--- config.mk ---
export PLATFORM = sky130hd
export DESIGN_NAME = qpcm_ctrl
export DESIGN_NICKNAME = d
export VERILOG_FILES = /design/src/hdl/qpcm_pkg.sv /design/src/hdl/qpcm_ctrl.sv
export SDC_FILE = /design/constraint.sdc
export NUM_CORES = 1
export LEC_CHECK = 0
export ABC_AREA = 1
export BUFFER_PORTS_ARGS = -buffer_cell sky130_fd_sc_hd__buf_2
export CAP_MARGIN = 20
export CORE_MARGIN = 2
export CORE_UTILIZATION = 48
export DETAILED_ROUTE_END_ITERATION = 6
export PLACE_DENSITY_LB_ADDON = 0.05
export SLEW_MARGIN = 10
export SYNTH_ARGS = -nofsm -noshare
export SYNTH_HDL_FRONTEND = slang
export SYNTH_SLANG_ARGS = --single-unit
export TNS_END_PERCENT = 20
--- constraint.sdc ---
create_clock -name clock -period 2.8 [get_ports clock]
set_input_delay 0.56 -clock clock [delete_from_list [all_inputs] [get_ports clock]]
set_output_delay 0.56 -clock clock [all_outputs]
set_load 0.03 [all_outputs]
--- src/hdl/qpcm_pkg.sv ---
// ----------------------------------------------------------------------------
// qpcm_pkg
// Shared types and constants of the quad pixel coordinate mapper.
// ----------------------------------------------------------------------------
package qpcm_pkg;

   localparam int unsigned COORD_W = 32;  // stored point and register width
   localparam int unsigned DIFF_W  = 33;  // difference of two coordinates
   localparam int unsigned HALF_W  = 17;  // low half of a split operand
   localparam int unsigned OPB_W   = 18;  // signed half operand
   localparam int unsigned PROD_W  = DIFF_W + OPB_W;
   localparam int unsigned CROSS_W = 68;  // exact edge cross product

   localparam logic [2:0] CORNER_FIRST = 3'd1;
   localparam logic [2:0] CORNER_LAST  = 3'd4;

   typedef enum logic [1:0] {
      REQ_LOAD = 2'd0,
      REQ_FWD  = 2'd1,
      REQ_REV  = 2'd2
   } req_kind_type;

   typedef enum logic [2:0] {
      CSR_PIXEL_COUNT = 3'd0,
      CSR_ORIGIN_X    = 3'd1,
      CSR_ORIGIN_Y    = 3'd2,
      CSR_CENTER_X    = 3'd3,
      CSR_CENTER_Y    = 3'd4,
      CSR_MM_PER_CH   = 3'd5,
      CSR_FLIP_X      = 3'd6,
      CSR_FLIP_Y      = 3'd7
   } csr_index_type;

   typedef struct packed {
      logic [5:0]         pixel_count;
      logic signed [31:0] origin_x;
      logic signed [31:0] origin_y;
      logic signed [31:0] center_x;
      logic signed [31:0] center_y;
      logic [31:0]        mm_per_ch;
      logic               flip_x;
      logic               flip_y;
   } cfg_type;

   typedef struct packed {
      logic latch;       // take a new request word
      logic load_wr;     // write the point table
      logic set_bad;     // flag a bad forward index
      logic fwd_rd;      // read the addressed point
      logic fwd_cap;     // capture the addressed point
      logic ax_start;
      logic ax_step;
      logic ax_end;
      logic ax_y;        // axis in work: 0 x, 1 y
      logic ax_div;      // 1 forward divide, 0 reverse multiply
      logic scan_clr;
      logic pix_rd;      // read first corner of the scanned pixel
      logic cap_prev;
      logic edge_rd;     // read the far corner of the current edge
      logic cap_cur;
      logic cross_step;
      logic pix_next;
      logic edge_next;
      logic set_found;
      logic rsp_load;
   } cmd_type;

   typedef struct packed {
      req_kind_type kind;
      logic         idx_bad;
      logic         ax_last;
      logic         pix_more;
      logic         cross_done;
      logic         cross_neg;
      logic         edge_last;
   } sts_type;

endpackage

--- src/hdl/qpcm_ctrl.sv ---
// ----------------------------------------------------------------------------
// qpcm_ctrl
// Controller: sequences load, forward and reverse requests over the datapath.
// ----------------------------------------------------------------------------
module qpcm_ctrl import qpcm_pkg::*; (
   input  logic    clock,
   input  logic    reset,
   input  logic    req_valid,
   output logic    req_ready,
   output logic    rsp_valid,
   input  logic    rsp_ready,
   input  sts_type sts,
   output cmd_type cmd
);

   typedef enum logic [3:0] {
      ST_IDLE, ST_DECODE, ST_FWD_CAP, ST_AX_START, ST_AX_RUN, ST_AX_END,
      ST_PIX, ST_CAP0, ST_EDGE_RD, ST_EDGE_CAP, ST_CROSS, ST_TEST, ST_FINISH
   } state_type;

   state_type state_ff, state_in;
   logic      axis_y_ff, axis_y_in;
   logic      rsp_valid_ff, rsp_valid_in;
   logic      rsp_free;

   assign req_ready = state_ff == ST_IDLE;
   assign rsp_valid = rsp_valid_ff;
   assign rsp_free  = !rsp_valid_ff || rsp_ready;

   always_comb begin
      cmd          = '0;
      state_in     = state_ff;
      axis_y_in    = axis_y_ff;
      rsp_valid_in = rsp_valid_ff && !rsp_ready;
      cmd.ax_y     = axis_y_ff;
      cmd.ax_div   = sts.kind == REQ_FWD;
      unique case (state_ff)
         ST_IDLE: begin
            if (req_valid) begin
               cmd.latch = 1'b1;
               state_in  = ST_DECODE;
            end
         end
         ST_DECODE: begin
            axis_y_in = 1'b0;
            unique case (sts.kind)
               REQ_LOAD: begin
                  cmd.load_wr = 1'b1;
                  state_in    = ST_FINISH;
               end
               REQ_FWD: begin
                  if (sts.idx_bad) begin
                     cmd.set_bad = 1'b1;
                     state_in    = ST_FINISH;
                  end else begin
                     cmd.fwd_rd = 1'b1;
                     state_in   = ST_FWD_CAP;
                  end
               end
               REQ_REV: state_in = ST_AX_START;
               default: state_in = ST_FINISH;
            endcase
         end
         ST_FWD_CAP: begin
            cmd.fwd_cap = 1'b1;
            state_in    = ST_AX_START;
         end
         ST_AX_START: begin
            cmd.ax_start = 1'b1;
            state_in     = ST_AX_RUN;
         end
         ST_AX_RUN: begin
            cmd.ax_step = 1'b1;
            if (sts.ax_last) state_in = ST_AX_END;
         end
         ST_AX_END: begin
            cmd.ax_end = 1'b1;
            priority if (!axis_y_ff) begin
               axis_y_in = 1'b1;
               state_in  = ST_AX_START;
            end else if (sts.kind == REQ_FWD) begin
               state_in = ST_FINISH;
            end else begin
               cmd.scan_clr = 1'b1;
               state_in     = ST_PIX;
            end
         end
         ST_PIX: begin
            if (sts.pix_more) begin
               cmd.pix_rd = 1'b1;
               state_in   = ST_CAP0;
            end else begin
               state_in = ST_FINISH;
            end
         end
         ST_CAP0: begin
            cmd.cap_prev = 1'b1;
            state_in     = ST_EDGE_RD;
         end
         ST_EDGE_RD: begin
            cmd.edge_rd = 1'b1;
            state_in    = ST_EDGE_CAP;
         end
         ST_EDGE_CAP: begin
            cmd.cap_cur = 1'b1;
            state_in    = ST_CROSS;
         end
         ST_CROSS: begin
            cmd.cross_step = 1'b1;
            if (sts.cross_done) state_in = ST_TEST;
         end
         ST_TEST: begin
            priority if (sts.cross_neg) begin
               cmd.pix_next = 1'b1;
               state_in     = ST_PIX;
            end else if (sts.edge_last) begin
               cmd.set_found = 1'b1;
               state_in      = ST_FINISH;
            end else begin
               cmd.edge_next = 1'b1;
               state_in      = ST_EDGE_RD;
            end
         end
         ST_FINISH: begin
            if (rsp_free) begin
               cmd.rsp_load = 1'b1;
               rsp_valid_in = 1'b1;
               state_in     = ST_IDLE;
            end
         end
         default: state_in = ST_IDLE;
      endcase
   end

   always_ff @(posedge clock) begin
      if (reset) begin
         state_ff     <= ST_IDLE;
         axis_y_ff    <= 1'b0;
         rsp_valid_ff <= 1'b0;
      end else begin
         state_ff     <= state_in;
         axis_y_ff    <= axis_y_in;
         rsp_valid_ff <= rsp_valid_in;
      end
   end

   a_unit_cmds_exclusive: assert property (@(posedge clock) disable iff (reset)
      $onehot0({cmd.ax_start, cmd.ax_step, cmd.ax_end, cmd.cross_step, cmd.cap_cur}))
      else $error("axis and edge commands overlap");

   a_accept_decodes: assert property (@(posedge clock) disable iff (reset)
      (req_valid && req_ready) |=> (state_ff == ST_DECODE))
      else $error("accepted word not decoded");

   a_no_result_overwrite: assert property (@(posedge clock) disable iff (reset)
      cmd.rsp_load |-> (!rsp_valid_ff || rsp_ready))
      else $error("pending result word overwritten");

endmodule

==> results.ini, run 1 <==
[outcome]
status = completed

[route]
wl_mm = 1.616
firstDrtPassIters = 4
vias_per_cell = 4.895
drt-initial-drc-count = 24
drt_drc_violations_left = 0
via_count = 837
antenna_left = 0
wire_per_inst_um = 9.450

[floorplanning]
initial_utilization = 0.5185
boundaryPins = 34
num_rows = 13
die_h_um = 41.73
coreArea_um2 = 1318
die_x_um = 41.73
die_area_um2 = 1741

[cts]
cts_tree = yes
cts_resized = 0
clk_pin_slew_ns = 0.04
clock_latency_ns = 0.24
numCtsBuffers = 3
postCtsSetupBuffers = 0
cts_root_buf = clkbuf_4
cts.sinks = 6
htreeDepth = 1
cts_buffer_depth = 2
cts.hold.buffers_added = 0

[sta]
fin_crit_ns = 2.004
maxSlewViolCount = 0
hold_violations = 0
finClkSkew_ns = 0.0009700
tightest_slew_ns = 0.3536
hold_ws_ns = 0.4986
timing.final.crit_share = 0.7157
setup-violations-final = 0
slew_headroom = 0.7634
grt_setup_unrepaired = false
max_freq_mhz = 499.0
fin_setup_tns_ns = 0

[worst_setup_path]
critPathBufInv = 2
r2r-end = state_ff[2]
crit_family = flip-flops
cp-end-kind = output pin
rrSetupSlack_ns = 1.48
critPathKind = flip-flop to output pin
reg2regPathDepth = 7
rr_startpoint = state_ff[2]
arrival_ns = 1.44
cp.required_ns = 2.24
crit_path_max_incr_delay_ns = 0.47
worstPathMaxFanout = 6
slowest_stage = dfxtp_1
cp_cell_sequence = inv_2, nor2_4, nand2_2, nor3_1, buf_2
cp-start-kind = flip-flop

[grt]
grt_pass1_wl_mm = 2.787
grt_util_all_layers = 0.1975
grt_max_degree = 8
grt_pass1_vias = 719
grt_overflow = 0
antenna_found_initial = 0

[place]
dp_hpwl_mm = 1.393
place_congestion = 0.8553
dpl.cell_count = 168
placed_area_um2 = 852.1
io_buffers = 33

[synth]
yosys.area.top_type = dfxtp_1
postSynthCellCount = 122
synthTopCellsByArea = dfxtp_1 (18%), nand2_1 (15%), inv_1 (12%)
yosysWarnings = 0
syn-cell-area_um2 = 683.2
ys_ff_latch = 6
ys_types = 21
syn_nets = 138
synth-seq-area-share = 0.1758
syn-mean-instance-area_um2 = 5.600
synth_top_area_share = 0.1758

[worst_hold_path]
whs_endpoint = axis_y_ff
hp-class = flip-flop to flip-flop
hp-start = axis_y_ff
min_path_cells = 2

[power_and_ir_drop]
p_leak_uw = 0.0005333
vdd_drop_max_uv = 484.0
power_density_nw_per_um2 = 879.3

[finish]
final_cell_area_um2 = 874.6
syn_to_final_growth_pct = 28.02
nets = 174
final_common_cell = buf_2
drive_gt1_frac = 0.3141
multi_input_area_um2 = 450.4
mostFrequentLayoutCells = buf_2 (33), nand2_1 (27), inv_1 (22)
fin_util = 0.6638
n_antenna_cell = 0
final_cells = 171
fillers = 143
regArea_um2 = 120.1

[job]
drv_cap = 0

## worst max-delay path by stage
stage,slack [ns],cells past startpoint,from,endpoint
final,0.80,5,state_ff[2],cmd[9]
after floorplan,0.56,3,sts[7],cmd[9]
after detailed placement,0.80,6,sts[7],cmd[16]
after global placement,0.88,6,sts[7],cmd[16]
after CTS,0.80,4,state_ff[0],cmd[19]
after global routing,0.66,4,state_ff[0],cmd[19]
## Yosys cell counts
cell and number:
nor2_1 21, nand3b_1 1, inv_1 22, nand4_1 2
buf_4 2, a21oi_1 4, ha_1 4, a22oi_1 1
o21ai_1 2, a21oi_2 1, inv_2 3, nor2_2 3
nand2_1 27, nand2_2 3, dfxtp_1 6, nor3_1 4
nor2_4 3, nand3_1 6, o21ai_0 5, o211ai_1 1
clkinv_1 1
## area by class of cell
cell class                 instances  area share
multi-input combinational         88      0.5150
timing repair buffer              33      0.1888
sequential                         6      0.1373
inverter                          26      0.1116
clock buffer                       3     0.02575
tap                               15     0.02146
## registers in the layout, indices dropped and copies added (netlist names)
| register | cells |
|---|---|
| state_ff | 4 |
| axis_y_ff | 1 |
| rsp_valid | 1 |
## power by group
part	total [uW]	switching, uW	leakage [uW]	internal (uW)
Combinational	523	373	0.000471	150
Sequential	167	52.7	0.0000490	114
Clock	79.5	31.0	0.0000138	48.5
## cells by family (layout without fill, tap and decap cells)
logic type                 Yosys count  count (layout)  share of synthesized area
and+or+nand+nor                     70              70                     0.4707
adders and majority gates            4               4                    0.07326
buffers and inverters               28              62                     0.1648
DFF                                  6               6                     0.1758
AOI/OAI and AO/OA                   14              14                     0.1154
## routing by layer
metal	part of all wire	global-route usage	wire length [um]	vias to the layer above
li1	-	-	-	446
met1	0.45	0.2665	733	356
met2	0.46	0.3250	748	33
met3	0.072	0.01304	117	2
met4	0.0093	0.07742	15	0
met5	0	0	0	-
## stage by stage
step | power [uW] | setup slack, ns
after floorplan | 563.2 | 0.5572
after CTS | 771.7 | 0.7978
after global placement | 686.2 | 0.8828
after global routing | 839.7 | 0.6584
after detailed placement | 690.6 | 0.8038
final | 769.1 | 0.7960
## tightest hold or removal path, stage by stage (launching register included)
cell and delay, ns:
dfxtp_1 0.32, nand2_1 0.07, a21oi_1 0.06
Power figures use the tool's default switching activity.
==> inputs of run 2 (changes only) <==
--- a/config.mk
+++ b/config.mk
@@ -9,7 +9,7 @@
 export BUFFER_PORTS_ARGS = -buffer_cell sky130_fd_sc_hd__buf_2
 export CAP_MARGIN = 20
 export CORE_MARGIN = 2
-export CORE_UTILIZATION = 48
+export CORE_UTILIZATION = 40
 export DETAILED_ROUTE_END_ITERATION = 6
 export PLACE_DENSITY_LB_ADDON = 0.05
 export SLEW_MARGIN = 10
==> constraint.sdc (replaced) <==
create_clock -name clock -period 1.8 [get_ports clock]
set_input_delay 0.36 -clock clock [delete_from_list [all_inputs] [get_ports clock]]
set_output_delay 0.36 -clock clock [all_outputs]
set_load 0.03 [all_outputs]
==> results.ini, run 2 (synthesized netlist as in run 1, its figures left out) <==
[finish]
top_register = state_ff
syn_to_final_growth_pct = 30.77
final_common_cell = buf_2
multi_input_area_um2 = 455.4  ; +1.1%
regArea_um2 = 125.1  ; +4.2%
mostFrequentLayoutCells = buf_2 (33), nand2_1 (27), inv_1 (22)
n_antenna_cell = 0  ; unchanged
fillers = 180  ; +26%
nets = 175  ; +0.57%
drive_gt1_frac = 0.3503  ; +0.03622
final_cell_area_um2 = 893.4  ; +2.1%
largest_register_ffs = 4  ; unchanged

[cts]
cts_root_buf = clkbuf_4
cts_buffer_depth = 2  ; unchanged
cts.sinks = 6  ; unchanged
clk_pin_slew_ns = 0.05  ; about the same
postCtsSetupBuffers = 0  ; unchanged
htreeDepth = 1  ; unchanged
numCtsBuffers = 3  ; unchanged
clock_latency_ns = 0.24  ; about the same
cts_tree = yes

[worst_setup_path]
cp.required_ns = 1.44  ; -0.80 ns
cp-start-kind = flip-flop
reg2regPathDepth = 7  ; unchanged
cp-end-kind = output pin
critPathKind = flip-flop to output pin
worstPathMaxFanout = 6  ; unchanged
rr_startpoint = state_ff[2]
rrSetupSlack_ns = 0.55  ; -0.93 ns
arrival_ns = 1.33  ; -0.11 ns
r2r-end = state_ff[2]

[sta]
hold_violations = 0  ; unchanged
fin_crit_ns = 1.685
grt_setup_unrepaired = true
finClkSkew_ns = 0.004360  ; +0.003390 ns
maxSlewViolCount = 0  ; unchanged
hold_ws_ns = 0.3410  ; -0.1576 ns
slew_headroom = 0.8510  ; +0.08762
max_freq_mhz = 593.3
timing.final.crit_share = 0.9363
tightest_slew_ns = 0.2227  ; -0.1310 ns
setup-violations-final = 0  ; unchanged

[route]
drt_drc_violations_left = 0  ; unchanged
drt-initial-drc-count = 22  ; -8.3%
vias_per_cell = 4.676  ; -4.5%
wire_per_inst_um = 9.590  ; +1.5%
wl_mm = 1.659  ; +2.7%
via_count = 809  ; -3.3%
firstDrtPassIters = 4  ; unchanged
antenna_left = 0  ; unchanged

[floorplanning]
die_x_um = 45.33  ; +8.6%
boundaryPins = 34  ; unchanged
die_area_um2 = 2054  ; +18%
initial_utilization = 0.4382  ; -0.08032
coreArea_um2 = 1559  ; +18%
num_rows = 14  ; +1
die_h_um = 45.33  ; +8.6%

[grt]
grt_pass1_wl_mm = 2.656  ; -4.7%
grt_util_all_layers = 0.1811  ; -0.01642
grt_max_degree = 8  ; unchanged
antenna_found_initial = 0  ; unchanged
grt_pass1_vias = 647  ; -10%
grt_overflow = 0  ; unchanged

[place]
placed_area_um2 = 865.8  ; +1.6%
io_buffers = 33  ; unchanged
dp_hpwl_mm = 1.400  ; +0.53%
place_congestion = 0.8481  ; -0.84%

[worst_hold_path]
hp-start = reset
whs_endpoint = state_ff[2]
hp-class = input port to flip-flop
min_path_cells = 2  ; unchanged

[power_and_ir_drop]
power_density_nw_per_um2 = 1377  ; +57%
vdd_drop_max_uv = 674.6  ; +39%
p_leak_uw = 0.0005396  ; +1.2%

[outcome]
status = completed

[job]
drv_cap = 0  ; unchanged

==> run 2: cell count changes in the layout (fill, tap and decap cells not counted) <==
cell	delta
nor3_2	+1
nor3_1	-1
dfxtp_2	+4
buf_4	+1
dfxtp_1	-4
==> run 2: layout make-up <==
cell class	count	area share
inverters	26	0.1092
flip-flops and latches	6	0.1401
clock buffers	3	0.02521
multi-input cells	88	0.5098
repair buffers	34	0.1933
well taps	16	0.02241
==> run 2: what timing repair did <==
action / 4_1_cts / 5_1_grt
hold buffers: 0 / 0
resized for setup: 0 / 4
setup endpoints to repair: 0 / 8
==> run 2: worst max-delay path, stage by stage (launching register included) <==
cell	delay, ns
dfxtp_2	0.35
nor2_1	0.21
nand2_1	0.19
nor2_1	0.12
buf_2	0.20
==> run 2: report_power, final <==
part | leakage [uW] | internal, uW | switching (uW)
Clock | 0.0000138 | 75.4 | 47.5
Combinational | 0.000475 | 252 | 586
Sequential | 0.0000505 | 186 | 82.7
Total | 0.000540 | 514 | 716
==> run 2: stage by stage <==
| step | setup TNS (ns) | utilization | setup slack, ns | cells | total power [uW] |
|---|---|---|---|---|---|
| 3_5_place_dp | 0 | 0.5554 | 0.2219 | 170 | 1097 |
| 2_1_floorplan | 0 | - | 0.01787 | 122 | 877.5 |
| 6_report | 0 | 0.5730 | 0.1146 | 173 | 1230 |
| 3_3_place_gp | 0 | 0.5554 | 0.2611 | 170 | 1094 |
| 4_1_cts | 0 | 0.5698 | 0.03315 | 173 | 1227 |
| 5_1_grt | -0.007793 | 0.5730 | -0.007793 | 173 | 1352 |
==> run 2: how the worst max path moves through the flow <==
stage	from	to	slack, ns	depth (start not counted)
detailed placement	sts[7]	cmd[16]	0.22	6
finish	state_ff[2]	cmd[17]	0.11	4
CTS	state_ff[0]	cmd[17]	0.03	5
global route	state_ff[0]	cmd[2]	-0.008	5
floorplan	sts[7]	cmd[16]	0.02	4
global placement	sts[7]	cmd[16]	0.26	6
==> run 2: per-layer routing <==
layer  vias to the layer above  part of all wire  GRT usage
li1                        449                 -          -
met1                       332              0.49     0.2463
met2                        24              0.43     0.2714
met3                         4             0.063    0.03600
met4                         0             0.015    0.08824
met5                         -                 0          0
==> inputs of run 3 (changes only) <==
--- a/config.mk
+++ b/config.mk
@@ -12,6 +12,7 @@
 export CORE_UTILIZATION = 40
 export DETAILED_ROUTE_END_ITERATION = 6
 export PLACE_DENSITY_LB_ADDON = 0.05
+export RECOVER_POWER = 25
 export SLEW_MARGIN = 10
 export SYNTH_ARGS = -nofsm -noshare
 export SYNTH_HDL_FRONTEND = slang
==> results.ini, run 3 (synthesized netlist as in run 1, its figures left out) <==
[floorplanning]
die_area_um2 = 2054  ; unchanged
num_rows = 14  ; unchanged
initial_utilization = 0.4382  ; unchanged
boundaryPins = 34  ; unchanged
coreArea_um2 = 1559  ; unchanged
die_x_um = 45.33  ; unchanged
die_h_um = 45.33  ; unchanged

[sta]
fin_crit_ns = 1.705  ; +0.01957 ns
finClkSkew_ns = 0.004360  ; -0.0000001400 ns
fin_setup_tns_ns = 0  ; unchanged
tightest_slew_ns = 0.3621  ; +0.1394 ns
hold_ws_ns = 0.3409  ; -0.00002100 ns
maxSlewViolCount = 0  ; unchanged
setup-violations-final = 0  ; unchanged
hold_violations = 0  ; unchanged
timing.final.crit_share = 0.9472  ; +0.01087
slew_headroom = 0.7596  ; -0.09135
grt_setup_unrepaired = true
max_freq_mhz = 586.5  ; -1.1%

[place]
dpl.cell_count = 170  ; unchanged
place_congestion = 0.8481  ; unchanged
io_buffers = 33  ; unchanged
dp_hpwl_mm = 1.400  ; unchanged

[power_and_ir_drop]
p_leak_uw = 0.0005300  ; -1.8%
power_density_nw_per_um2 = 1378  ; about the same
p_total_uw = 1224  ; -0.50%
vdd_drop_max_uv = 661.1  ; -2.0%

[cts]
numCtsBuffers = 3  ; unchanged
clk_pin_slew_ns = 0.05  ; about the same
clock_latency_ns = 0.24  ; about the same
postCtsSetupBuffers = 0  ; unchanged
htreeDepth = 1  ; unchanged
cts_buffer_depth = 2  ; unchanged
cts.hold.buffers_added = 0  ; unchanged
cts_root_buf = clkbuf_4
cts.sinks = 6  ; unchanged
cts_tree = yes
cts_resized = 0  ; unchanged

[route]
drt-initial-drc-count = 22  ; unchanged
antenna_left = 0  ; unchanged
via_count = 809  ; unchanged
wl_mm = 1.656  ; -0.18%
drt_drc_violations_left = 0  ; unchanged
vias_per_cell = 4.676  ; unchanged
firstDrtPassIters = 4  ; unchanged
wire_per_inst_um = 9.572  ; -0.18%

[outcome]
status = completed

[worst_setup_path]
r2r-end = state_ff[2]
rr_startpoint = state_ff[2]
cp-start-kind = flip-flop
cp_cell_sequence = inv_2, nor2_4, nand2_1, nor3_2, buf_2
critPathLaunch = state_ff[2]
arrival_ns = 1.34  ; about the same
crit_end = cmd[9]
slowest_stage = dfxtp_2
cp.required_ns = 1.44  ; about the same
critPathKind = flip-flop to output pin
crit_path_max_incr_delay_ns = 0.39  ; +0.04 ns
cp-end-kind = output pin
worstPathMaxFanout = 6  ; unchanged
reg2regPathDepth = 7  ; unchanged
rrSetupSlack_ns = 0.55  ; about the same

[finish]
n_antenna_cell = 0  ; unchanged
final_cells = 173  ; unchanged
top_register = state_ff
drive_gt1_frac = 0.3312  ; -0.01911
syn_to_final_growth_pct = 30.04
fin_util = 0.5698  ; -0.003211
nets = 175  ; unchanged
final_common_cell = buf_2
largest_register_ffs = 4  ; unchanged
mostFrequentLayoutCells = buf_2 (31), nand2_1 (28), inv_1 (22)

[grt]
grt_max_degree = 8  ; unchanged
grt_pass1_wl_mm = 2.656  ; unchanged
antenna_found_initial = 0  ; unchanged
grt_overflow = 0  ; unchanged
grt_util_all_layers = 0.1811  ; unchanged
grt_pass1_vias = 647  ; unchanged

[job]
drv_cap = 0  ; unchanged

[worst_hold_path]
hp-class = input port to flip-flop

==> run 3: cell count changes in the layout (fill, tap and decap cells not counted) <==
cell and change:
buf_2 -2, clkbuf_1 +2, nand2_1 +1, nand2_2 -1
==> run 3: how the worst min path moves through the flow <==
stage / startpoint / cells past startpoint / slack [ns] / end
after floorplan: reset / 1 / 0.42 / state_ff[2]
after global placement: axis_y_ff / 2 / 0.50 / axis_y_ff
after detailed placement: axis_y_ff / 2 / 0.48 / axis_y_ff
after CTS: reset / 2 / 0.34 / state_ff[2]
after global routing: reset / 2 / 0.34 / state_ff[2]
final: reset / 2 / 0.34 / state_ff[2]
==> run 3: per-layer routing <==
metal / global-route usage / share of wire / vias up
met5: 0 / 0 / -
met4: 0.08824 / 0.015 / 0
met3: 0.03600 / 0.059 / 4
met2: 0.2714 / 0.43 / 24
met1: 0.2463 / 0.49 / 332
li1: - / - / 449
==> run 3: metrics by stage <==
stage	setup WS, ns	cell area (um^2)
6_report	0.09503	888.4
5_1_grt	-0.007793	888.4
4_1_cts	0.03315	888.4
3_5_place_dp	0.2219	865.8
3_3_place_gp	0.2611	865.8
2_1_floorplan	0.01787	688.2
==> run 3: power breakdown <==
group	internal (uW)	switching (uW)
combinational	250	582
clock	75.4	47.6
sequential	186	82.8
==> run 3: final cells by class <==
class	count	area (um^2)
clock buffers	3	22.52
fillers	182	670.6
inverters	26	97.59
multi-input cells	88	452.9
flip-flops and latches	6	125.1
well taps	16	20.02
repair buffers	34	170.2
==> run 3: critical path, delay by kind of cell (launching register included) <==
kind	cells	cell delay [ns]
simple gates	3	0.41
buf+inv	2	0.29
flops	1	0.39
